### config.mk
export PLATFORM = sky130hd
export DESIGN_NAME = eight_queens_fixed_queen_enumerator
export DESIGN_NICKNAME = d
export VERILOG_FILES = /design/src/eqf_pkg.sv /design/src/eqf_check.sv /design/src/eqf_search.sv /design/src/eqf_result_buf.sv /design/src/eight_queens_fixed_queen_enumerator.sv
export SDC_FILE = /design/constraint.sdc
export NUM_CORES = 1
export LEC_CHECK = 0
export BUFFER_PORTS_ARGS = -buffer_cell sky130_fd_sc_hd__buf_2
export CAP_MARGIN = 10
export CORE_UTILIZATION = 40
export DETAILED_ROUTE_END_ITERATION = 8
export PLACE_DENSITY = 0.57
export REMOVE_ABC_BUFFERS = 1
export SYNTH_ARGS = -nofsm -noshare
export SYNTH_HDL_FRONTEND = slang
export SYNTH_SLANG_ARGS = --single-unit
### constraint.sdc
create_clock -name clk -period 11.4 [get_ports clk]
set_clock_uncertainty 0.1 [all_clocks]
set_input_delay 1.14 -clock clk [delete_from_list [all_inputs] [get_ports clk]]
set_output_delay 1.14 -clock clk [all_outputs]
set_load 0.05 [all_outputs]
### src/eqf_pkg.sv
// shared types, constants and helpers for the eight queens enumerator
package eqf_pkg;

  localparam int BOARD_N = 8;
  localparam logic [3:0] ROW_FIRST = 4'd1;
  localparam logic [3:0] ROW_LAST = 4'd8;
  localparam logic [3:0] ROW_END = 4'd9;
  localparam logic [2:0] COL_LAST = 3'd7;

  typedef struct packed {
    logic [3:0] fixed_row;
    logic [3:0] fixed_column;
  } in_item_t;

  typedef struct packed {
    logic       found;
    logic [6:0] solution_number;
    logic [3:0] queen_row_col1;
    logic [3:0] queen_row_col2;
    logic [3:0] queen_row_col3;
    logic [3:0] queen_row_col4;
    logic [3:0] queen_row_col5;
    logic [3:0] queen_row_col6;
    logic [3:0] queen_row_col7;
    logic [3:0] queen_row_col8;
    logic       last_result;
  } out_item_t;

  // index 0 is column 1
  typedef logic [BOARD_N-1:0][3:0] rows_t;

  typedef enum logic {
    EV_SOLUTION,
    EV_FINISH
  } ev_kind_t;

  typedef struct packed {
    ev_kind_t kind;
    rows_t    rows;
  } ev_t;

  typedef struct packed {
    logic blocked;
    logic diag_hit;
  } cand_chk_t;

  typedef enum logic [2:0] {
    S_IDLE,
    S_TRY,
    S_DIAG,
    S_SOLN,
    S_BACK,
    S_FIN
  } state_t;

  function automatic out_item_t make_result(input logic found, input logic [6:0] num,
                                            input rows_t rows, input logic last);
    out_item_t r;
    r.found = found;
    r.solution_number = num;
    r.queen_row_col1 = rows[0];
    r.queen_row_col2 = rows[1];
    r.queen_row_col3 = rows[2];
    r.queen_row_col4 = rows[3];
    r.queen_row_col5 = rows[4];
    r.queen_row_col6 = rows[5];
    r.queen_row_col7 = rows[6];
    r.queen_row_col8 = rows[7];
    r.last_result = last;
    return r;
  endfunction

endpackage

### src/eqf_check.sv
// candidate check unit: row/required-square test and one diagonal compare per cycle
module eqf_check (
  input  logic [3:0]         row,
  input  logic [2:0]         col,
  input  logic [7:0]         used,
  input  logic [3:0]         want_row,
  input  logic [3:0]         want_col,
  input  logic [3:0]         prev_row,
  input  logic [2:0]         gap,
  output eqf_pkg::cand_chk_t chk
);
  import eqf_pkg::*;

  logic [2:0] row_idx;
  logic [3:0] diff;

  assign row_idx = row[2:0] - 3'd1;
  assign diff = (prev_row > row) ? (prev_row - row) : (row - prev_row);

  always_comb begin
    chk.blocked = used[row_idx] ||
                  ((({1'b0, col} + 4'd1) == want_col) && (row != want_row));
    chk.diag_hit = (diff == {1'b0, gap});
  end

endmodule

### src/eqf_search.sv
// backtracking sequencer: walks columns, checks one earlier column per cycle
module eqf_search (
  input  logic              clk,
  input  logic              rst,
  input  logic              in_valid,
  output logic              in_ready,
  input  eqf_pkg::in_item_t in_item,
  output logic              ev_valid,
  input  logic              ev_ready,
  output eqf_pkg::ev_t      ev
);
  import eqf_pkg::*;

  state_t     state, state_next;
  logic [2:0] col, col_next;
  logic [3:0] row, row_next;
  logic [2:0] dc, dc_next;
  logic [7:0] used, used_next;
  logic [3:0] want_row, want_col;
  logic [3:0] partial [BOARD_N];
  logic       wr_en;
  logic [2:0] rd_addr;
  logic [3:0] rd_row;
  logic [2:0] row_idx, pr_idx;
  logic [2:0] gap;
  logic       in_ok;
  cand_chk_t  chk;

  assign rd_addr = (state == S_BACK) ? (col - 3'd1) : dc;
  assign rd_row = partial[rd_addr];
  assign row_idx = row[2:0] - 3'd1;
  assign pr_idx = rd_row[2:0] - 3'd1;
  assign gap = col - dc;
  assign in_ok = (in_item.fixed_row >= ROW_FIRST) && (in_item.fixed_row <= ROW_LAST) &&
                 (in_item.fixed_column >= ROW_FIRST) && (in_item.fixed_column <= ROW_LAST);

  eqf_check u_check (
    .row      (row),
    .col      (col),
    .used     (used),
    .want_row (want_row),
    .want_col (want_col),
    .prev_row (rd_row),
    .gap      (gap),
    .chk      (chk)
  );

  always_comb begin
    for (int i = 0; i < BOARD_N; i++) begin
      ev.rows[i] = partial[i];
    end
    state_next = state;
    col_next = col;
    row_next = row;
    dc_next = dc;
    used_next = used;
    wr_en = 1'b0;
    in_ready = 1'b0;
    ev_valid = 1'b0;
    ev.kind = EV_SOLUTION;
    unique case (state)
      S_IDLE: begin
        in_ready = 1'b1;
        if (in_valid) begin
          used_next = '0;
          col_next = '0;
          row_next = ROW_FIRST;
          dc_next = '0;
          state_next = in_ok ? S_TRY : S_FIN;
        end
      end
      S_TRY: begin
        if (row == ROW_END) begin
          state_next = S_BACK;
        end else if (chk.blocked) begin
          row_next = row + 4'd1;
        end else if (col == 3'd0) begin
          wr_en = 1'b1;
          used_next = used | (8'd1 << row_idx);
          col_next = col + 3'd1;
          row_next = ROW_FIRST;
        end else begin
          dc_next = '0;
          state_next = S_DIAG;
        end
      end
      S_DIAG: begin
        if (chk.diag_hit) begin
          row_next = row + 4'd1;
          state_next = S_TRY;
        end else if (dc == col - 3'd1) begin
          // all earlier columns clear: place the queen
          wr_en = 1'b1;
          used_next = used | (8'd1 << row_idx);
          if (col == COL_LAST) begin
            state_next = S_SOLN;
          end else begin
            col_next = col + 3'd1;
            row_next = ROW_FIRST;
            state_next = S_TRY;
          end
        end else begin
          dc_next = dc + 3'd1;
        end
      end
      S_SOLN: begin
        ev_valid = 1'b1;
        if (ev_ready) begin
          used_next = used & ~(8'd1 << row_idx);
          row_next = row + 4'd1;
          state_next = S_TRY;
        end
      end
      S_BACK: begin
        if (col == 3'd0) begin
          state_next = S_FIN;
        end else begin
          // resume the previous column at the row after its queen
          col_next = col - 3'd1;
          row_next = rd_row + 4'd1;
          used_next = used & ~(8'd1 << pr_idx);
          state_next = S_TRY;
        end
      end
      S_FIN: begin
        ev_valid = 1'b1;
        ev.kind = EV_FINISH;
        if (ev_ready) begin
          state_next = S_IDLE;
        end
      end
      default: begin
        state_next = S_IDLE;
      end
    endcase
  end

  always_ff @(posedge clk) begin
    if (rst) begin
      state <= S_IDLE;
    end else begin
      state <= state_next;
    end
  end

  always_ff @(posedge clk) begin
    col <= col_next;
    row <= row_next;
    dc <= dc_next;
    used <= used_next;
    if (in_valid && in_ready) begin
      want_row <= in_item.fixed_row;
      want_col <= in_item.fixed_column;
    end
    if (wr_en) begin
      partial[col] <= row;
    end
  end

endmodule

### src/eqf_result_buf.sv
// holds one placement back so the final one can carry the last flag, plus output register
module eqf_result_buf (
  input  logic               clk,
  input  logic               rst,
  input  logic               ev_valid,
  output logic               ev_ready,
  input  eqf_pkg::ev_t       ev,
  output logic               out_valid,
  input  logic               out_ready,
  output eqf_pkg::out_item_t out_data
);
  import eqf_pkg::*;

  logic       pend_valid;
  rows_t      pend_rows;
  logic [6:0] count;
  logic       out_free;
  logic       ev_take;

  assign out_free = !out_valid || out_ready;
  assign ev_ready = (ev.kind == EV_SOLUTION) ? (!pend_valid || out_free) : out_free;
  assign ev_take = ev_valid && ev_ready;

  always_ff @(posedge clk) begin
    if (rst) begin
      pend_valid <= 1'b0;
      count <= '0;
      out_valid <= 1'b0;
    end else begin
      if (ev_take && ev.kind == EV_SOLUTION) begin
        pend_valid <= 1'b1;
        count <= count + 7'd1;
        if (pend_valid) begin
          out_valid <= 1'b1;
        end else if (out_ready) begin
          out_valid <= 1'b0;
        end
      end else if (ev_take) begin
        pend_valid <= 1'b0;
        count <= '0;
        out_valid <= 1'b1;
      end else if (out_ready) begin
        out_valid <= 1'b0;
      end
    end
  end

  always_ff @(posedge clk) begin
    if (ev_take && ev.kind == EV_SOLUTION) begin
      pend_rows <= ev.rows;
      if (pend_valid) begin
        out_data <= make_result(1'b1, count, pend_rows, 1'b0);
      end
    end else if (ev_take) begin
      // search done: flush the held placement as last, or report none
      out_data <= pend_valid ? make_result(1'b1, count, pend_rows, 1'b1)
                             : make_result(1'b0, 7'd0, '0, 1'b1);
    end
  end

endmodule

### src/eight_queens_fixed_queen_enumerator.sv
// eight queens with one required queen: top level
// one item at a time; the search tries one candidate row or earlier column per cycle,
// except while a result or the finish waits for the result buffer to accept it
// results leave through one output register; the block takes no new item until the search ends
// out-of-range squares skip the search and give the single not-found result
// synchronous reset clears the sequencer and output valid; the row store needs no clearing
module eight_queens_fixed_queen_enumerator (
  input  logic               clk,
  input  logic               rst,
  input  logic               in_valid,
  output logic               in_ready,
  input  eqf_pkg::in_item_t  in_data,
  output logic               out_valid,
  input  logic               out_ready,
  output eqf_pkg::out_item_t out_data
);
  import eqf_pkg::*;

  logic ev_valid;
  logic ev_ready;
  ev_t  ev;

  eqf_search u_search (
    .clk      (clk),
    .rst      (rst),
    .in_valid (in_valid),
    .in_ready (in_ready),
    .in_item  (in_data),
    .ev_valid (ev_valid),
    .ev_ready (ev_ready),
    .ev       (ev)
  );

  eqf_result_buf u_result_buf (
    .clk       (clk),
    .rst       (rst),
    .ev_valid  (ev_valid),
    .ev_ready  (ev_ready),
    .ev        (ev),
    .out_valid (out_valid),
    .out_ready (out_ready),
    .out_data  (out_data)
  );

endmodule
## After elaboration in Yosys (flattened, before gate mapping)

Memories as Yosys holds them, arrays and structs flattened. A register that Yosys moved wholly into a read port is not among the register bits.
Cells that the tools add are included.

| storage, ports and cells | value |
|---|---|
| bits in registers | 79 |
| RAM bits | 32 |
| input bits | 12 |
| output and inout bits | 43 |
| logic and storage cells | 176 |
| memories | 1 |

| operators by class | value |
|---|---|
| add/subtract/negate cells | 12 |
| $lt $le $gt $ge | 6 |
| equal/unequal tests | 29 |
| shift-type cells | 2 |
| muxes and demuxes | 74 |
| bitwise logic cells | 6 |
| reduce and logical (&&, ||, !) cells | 25 |

Memories:

| memory | depth | width | rd ports | clocked after memory_dff | wr ports | line | text |
|---|---|---|---|---|---|---|---|
| u_search.partial | 8 | 4 | 9 | 8 | 1 | eqf_search.sv:20 | `logic [3:0] partial [BOARD_N];` |

Operators with widths:

| cell | number |
|---|---|
| $mux 41 | 4 |
| $mux 3 | 24 |
| $mux 8 | 8 |
| $mux 4 | 10 |
| $pmux 8 s5 | 1 |
| $pmux 4 s5 | 1 |
| $mux 1 | 18 |
| $pmux 3 s6 | 1 |
| $reduce_and 9->1 | 2 |
| $and 8x8->8 | 2 |
| $ne 2x2->1 const B | 8 |
| $not 8->8 | 2 |
| $shl 1x3->8 const A | 2 |
| $mux 7 | 2 |
| $pmux 3 s4 | 1 |
| $ne 2x1->1 const B | 5 |
| $eq 3x3->1 const B | 3 |
| $pmux 3 s3 | 1 |
| $sub 3x1->3 const B | 3 |
| $add 4x1->4 const B | 2 |
| $ge 4x1->1 const B | 2 |
| $le 4x4->1 const B | 2 |
| $or 8x8->8 | 1 |
| $reduce_and 8->1 | 1 |
| 33 further kinds | 48 |

## Logic depth before layout (Yosys ltp)

An unclocked memory read counts as a cell.

| logic depth | value |
|---|---|
| depth after elaboration | 10 |
| depth in mapped cells | 17 |

## By module

From an unflattened synthesis, not the netlist that was laid out.

| unflattened totals | value |
|---|---|
| cell total of the unflattened synthesis | 549 |
| area, all modules | 6,924.1 um^2 |

By module, submodules not included:

| module | instances | cells an instance | area an instance (um^2) | seq. area each (um^2) |
|---|---|---|---|---|
| eqf_search | 1 | 313 | 3,467.1 | 1,801.7 |
| eqf_result_buf | 1 | 174 | 2,930.3 | 2,372.3 |
| eqf_check | 1 | 62 | 526.8 | 0.0 |

## Worst setup path after synthesis

Ideal clock, no wire load.

| timing path | value |
|---|---|
| kind | input-to-reg |
| from | in out_ready |
| to | reg u_result_buf.out_data[0] (netlist name) |
| arrival time | 4,337 ps |
| slack | 6,459 ps |
| stages on the path | 2 |
| buffers on the path | 0 |
| cells stage by stage | nor2b_1 a211oi_1 |

| on the way | value |
|---|---|
| word-level cells in the longest chain between the ends | 7 |

RTL lines:

| item | line | text |
|---|---|---|
| start, declared | eight_queens_fixed_queen_enumerator.sv:14 | `input logic out_ready,` |
| $logic_or 1x1->1 * | eqf_result_buf.sv:20 | `assign out_free = !out_valid \|\| out_ready;` |
| $logic_or 1x1->1 | eqf_result_buf.sv:21 | `assign ev_ready = (ev.kind == EV_SOLUTION) ? (!pend_valid \|\| out_free) : out_free;` |
| $mux 1 * | eqf_result_buf.sv:21 |  |
| $logic_and 1x1->1 * | eqf_result_buf.sv:22 | `assign ev_take = ev_valid && ev_ready;` |
| $logic_and 1x1->1 | eqf_result_buf.sv:49 | `if (ev_take && ev.kind == EV_SOLUTION) begin` |
| $ne 2x1->1 (no source line) or $reduce_bool 2->1 (tied branches) | - |  |
| $reduce_and 2->1 (no source line) * | - |  |

Every way passes the cells marked *; elsewhere a longest branch is shown, timed or not.
A chain may end at the register's enable or synchronous reset.

## Worst setup path in the final report

| timing path | value |
|---|---|
| from | reg u_search.state[2] |
| to | mem u_search.partial[2][1], enable pin |

| on the way | value |
|---|---|
| word-level cells in the longest chain between the ends | 10 |

RTL lines:

| item | line | text |
|---|---|---|
| start, declared | eqf_search.sv:14 | `state_t state, state_next;` |
| start signal, assigned | eqf_search.sv:142 | `state <= state_next;` |
| $eq 3x3->1 | eqf_search.sv:29 | `assign rd_addr = (state == S_BACK) ? (col - 3'd1) : dc;` |
| $mux 3 | eqf_search.sv:29 |  |
| $mem_v2 8x4 | - |  |
| $sub 4x4->4 or $gt 4x4->1 (tied branches) | eqf_check.sv:18 | `assign diff = (prev_row > row) ? (prev_row - row) : (row - prev_row);` |
| $mux 4 | eqf_check.sv:18 |  |
| $eq 4x3->1 | eqf_check.sv:23 | `chk.diag_hit = (diff == {1'b0, gap});` |
| $mux 1 | eqf_search.sv:88 | `if (chk.diag_hit) begin` |
| $pmux 1 s2 * | eqf_search.sv:61 | `unique case (state)` |
| $mux 1 * | eqf_search.sv:155 | `if (wr_en) begin` |
| $mux 1 (not written as such) * | eqf_search.sv:156 | `partial[col] <= row;` |
| end, declared | eqf_search.sv:20 |  |

Marks and branches as above.

==> summary.md <==
| Metric | Value |
|---|---|
| IO Port Bufs | `54` |
| Highest metal used | `met4` |
| Vias in the first global route | `roughly 4,100` |
| Synth Warn # | `0` |
| Post-CTS Setup Bufs | `0` |
| CTS Root Cell | `clkbuf_16` |
| Final-report hold violation count | `0` |
| Static Leak | `approximately 2.9 nW` |
| CP startpoint kind | `flip-flop` |
| Die W | `about 130 µm` |
| Hold_sp | `u_search.partial[5][3]` |
| DR pass1 iterations | `4` |
| All-Layer GR Usage | `between 10% and 20%` |
| Hold path depth | `0` |
| Yosys reg bits | `between 100 and 150` |
| Share of layout cells above drive strength 1 | `about 20%` |
| HPWL after DPL | `roughly 9.5 mm` |
| Reg-to-reg critical path startpoint | `u_search.state[2]` |
| Post-synth top flop | `edfxtp_1` |
| Routed via count | `~4,200` |
| Post-DP Area | `between 0.007 and 0.008 mm²` |
| Worst hold endpoint | `u_result_buf.pend_rows[23]` |
| Met1 Wirelength | `approximately 6.2 mm` |
| Cts bufs inserted | `17` |
| Worst Path Max Fanout | `23` |
| Worst-Skew Late Latency | `~420 ps` |
| CP Class | `flip-flop to flip-flop` |
| Leading cell type in the layout, fill and taps excluded | `edfxtp_1` |
| Slew Viols, Final | `0` |
| Syn Std Cell Area | `~0.0068 mm²` |
| Syn Area/Cell | `13.3 µm²` |
| Synth Instances | `roughly 510` |
| Path depth of the worst reg2reg path | `14` |
| CORE AREA | `0.0166 mm²` |
| CP Data Arrival Time | `~5700 ps` |
| Final worst slack | `about 5600 ps` |
| Final Wtd Congestion | `a little over 0.9` |
| IO Pins | `55` |
| Pin count of the biggest net entering global routing | `just over 40` |
| Diode count | `0` |
| Crit end category | `flip-flop` |
| Yosys cell types | `64` |
| Hold Slack | `roughly 350 ps` |
| Outcome | `finished, final reports clean` |
| VDD IR max | `around 0.22 mV` |
| Grt total ovfl | `0` |
| Critical path required time | `around 11,000 ps` |
| Chip height | `around 130 µm` |
| R2R Setup Slk | `around 5600 ps` |
| Pre-CTS setup slack | `around 5400 ps` |
| Setup tns final | `0 ps` |
| Via density per instance | `5.27` |
| # resized after CTS | `0` |
| Max Cap Viol | `0` |
| Initial antenna violation count | `0` |
| Detail Route Antenna Nets | `0` |
| Setup violators final | `0` |
| Peak Freq | `173 MHz` |
| Starting DRT DRC Count | `about 250` |
| Area grow syn2layout | `16.3%` |
| Clk slew on worst S/H paths | `approximately 60 ps` |
| Worst min path class | `flip-flop to flip-flop` |
| Final WL | `~14 mm` |
| Sequential fraction of the synthesis area | `about three fifths` |
| Design Area, Final | `0.00790 mm²` |
| Die area | `~0.018 mm²` |
| Nets | `about 620` |
| Met2 wire len | `between 6 and 7 mm` |
| Post-route DRC | `0` |
| Starting Density | `41.0%` |
| RSZ-0062 raised after global routing | `false` |
| Rows | `47` |
| Worst Max-Slew Pin Slew | `roughly 1000 ps` |
| DR WL met3 | `just under 600 µm` |
| First-pass GRT wire length | `approximately 22 mm` |
| WL/cell | `approximately 17 µm` |
| CTS Buffer Depth | `2` |
| Fin crit period | `just under 6000 ps` |
| CTS H-tree lvls | `4` |
| Pwr per Cell Area | `310 mW/mm²` |
| Max-slew headroom | `32.6%` |
| Number of synthesized flops with an enable pin | `around 130` |
| CTS tree | `done` |
| Most frequent cells in the layout | `edfxtp_1 (131), buf_2 (56), nor2b_1 (43)` |
| Final period utilization | `between 50% and 60%` |
| Hold-fix buffers, CTS | `0` |
| Critical R2R Capture | `u_search.partial[2][1]` |
| Post-synthesis async set-or-reset flop share | `0%` |
| CTS sink cnt | `~140` |
## per-stage QoR
stage	total power [mW]	util (%)	std cells
floorplan	1.63	-	489
global placement	1.89	44.0	770
detailed placement	1.90	44.0	770
CTS	2.46	47.6	802
global route	2.60	47.7	805
finish	2.45	47.7	805
## power breakdown
part,switching (mW),total [mW],internal (mW),leakage [nW]
Sequential,0.0883,0.792,0.703,1.31
Combinational,0.696,1.11,0.415,1.27
Clock,0.220,0.546,0.326,0.284
## cell type report
class,count,area (µm²)
Clock buffer,18,429
Timing Repair Buffer,64,338
Sequential cell,143,4170
Clock inverter,14,158
Inverter,21,78.8
Multi-Input combinational cell,325,2450
Fill cell,1483,8680
Tap cell,220,275
## how the worst max path moves through the flow
stage                           start                endpoint  slack (ps)  cells past startpoint
floorplan           u_search.state[2]  u_search.partial[4][0]        5820                     14
global placement    u_search.state[2]  u_search.partial[4][0]        5550                     14
detailed placement  u_search.state[2]  u_search.partial[4][0]        5420                     14
CTS                 u_search.state[2]  u_search.partial[4][0]        5430                     14
global route        u_search.state[2]  u_search.partial[0][1]        5150                     14
finish              u_search.state[2]  u_search.partial[2][1]        5620                     14
## sequential cells by signal (all words and copies together) (netlist names)
| signal | flops |
|---|---|
| u_search.want_row | 4 |
| u_search.dc | 3 |
| u_search.state | 3 |
| u_result_buf.pend_rows | 32 |
| u_result_buf.count | 7 |
| u_search.want_col | 4 |
| u_result_buf.out_data | 41 |
| u_search.row | 4 |
| u_result_buf.out_valid | 1 |
| u_search.partial | 32 |
| u_search.col | 3 |
| u_result_buf.pend_valid | 1 |
| u_search.used | 8 |
## synth_stat cells (3+ instances only)
| library cell | n | area [µm²] |
|---|---|---|
| a211oi_1 | 6 | 45.0 |
| a21oi_1 | 31 | 155 |
| a31oi_1 | 9 | 56.3 |
| and3_1 | 7 | 43.8 |
| clkbuf_1 | 17 | 63.8 |
| dfxtp_1 | 12 | 240 |
| edfxtp_1 | 131 | 3930 |
| fa_1 | 3 | 60.1 |
| ha_1 | 29 | 363 |
| inv_1 | 19 | 71.3 |
| mux2_2 | 3 | 33.8 |
| mux2i_1 | 19 | 190 |
| mux4_2 | 6 | 135 |
| nand2_1 | 26 | 97.6 |
| nand3_1 | 8 | 40.0 |
| nand3b_1 | 3 | 22.5 |
| nor2_1 | 23 | 86.3 |
| nor2b_1 | 43 | 269 |
| nor3_1 | 6 | 30.0 |
| nor4_1 | 10 | 62.6 |
| o211ai_1 | 3 | 22.5 |
| o21ai_0 | 21 | 105 |
| o22ai_1 | 3 | 18.8 |
| or3_1 | 3 | 18.8 |
| xnor2_1 | 12 | 105 |
| xor2_1 | 9 | 78.8 |
## per-layer routing
metal / track usage, % / vias up
met4: 8.11 / 0
met5: 0 / -
met1: 21.9 / 2062
li1: - / 2037
met2: 25.9 / 121
met3: 3.81 / 19
## critical path, cell delays in order, from the launching register on
cell       delay, ps
dfxtp_1          770
nor3b_2          280
buf_4            240
mux2i_4          490
mux4_2           610
mux2i_4          260
inv_2             80
ha_1             360
nand2_1          180
a2bb2oi_2        260
mux2i_1          250
xnor2_1          170
a31oi_1          250
a31oi_1          250
nor4_1           820
## cells by family after synthesis
group	Yosys count	synth area share [%]
compound gates	100	9.58
xor+xnor	21	2.71
fa+ha+maj	32	6.22
buf+inv	44	2.73
flops	143	61.4
mux	30	5.95
simple gates	142	11.4
Power figures use the tool's default switching activity.
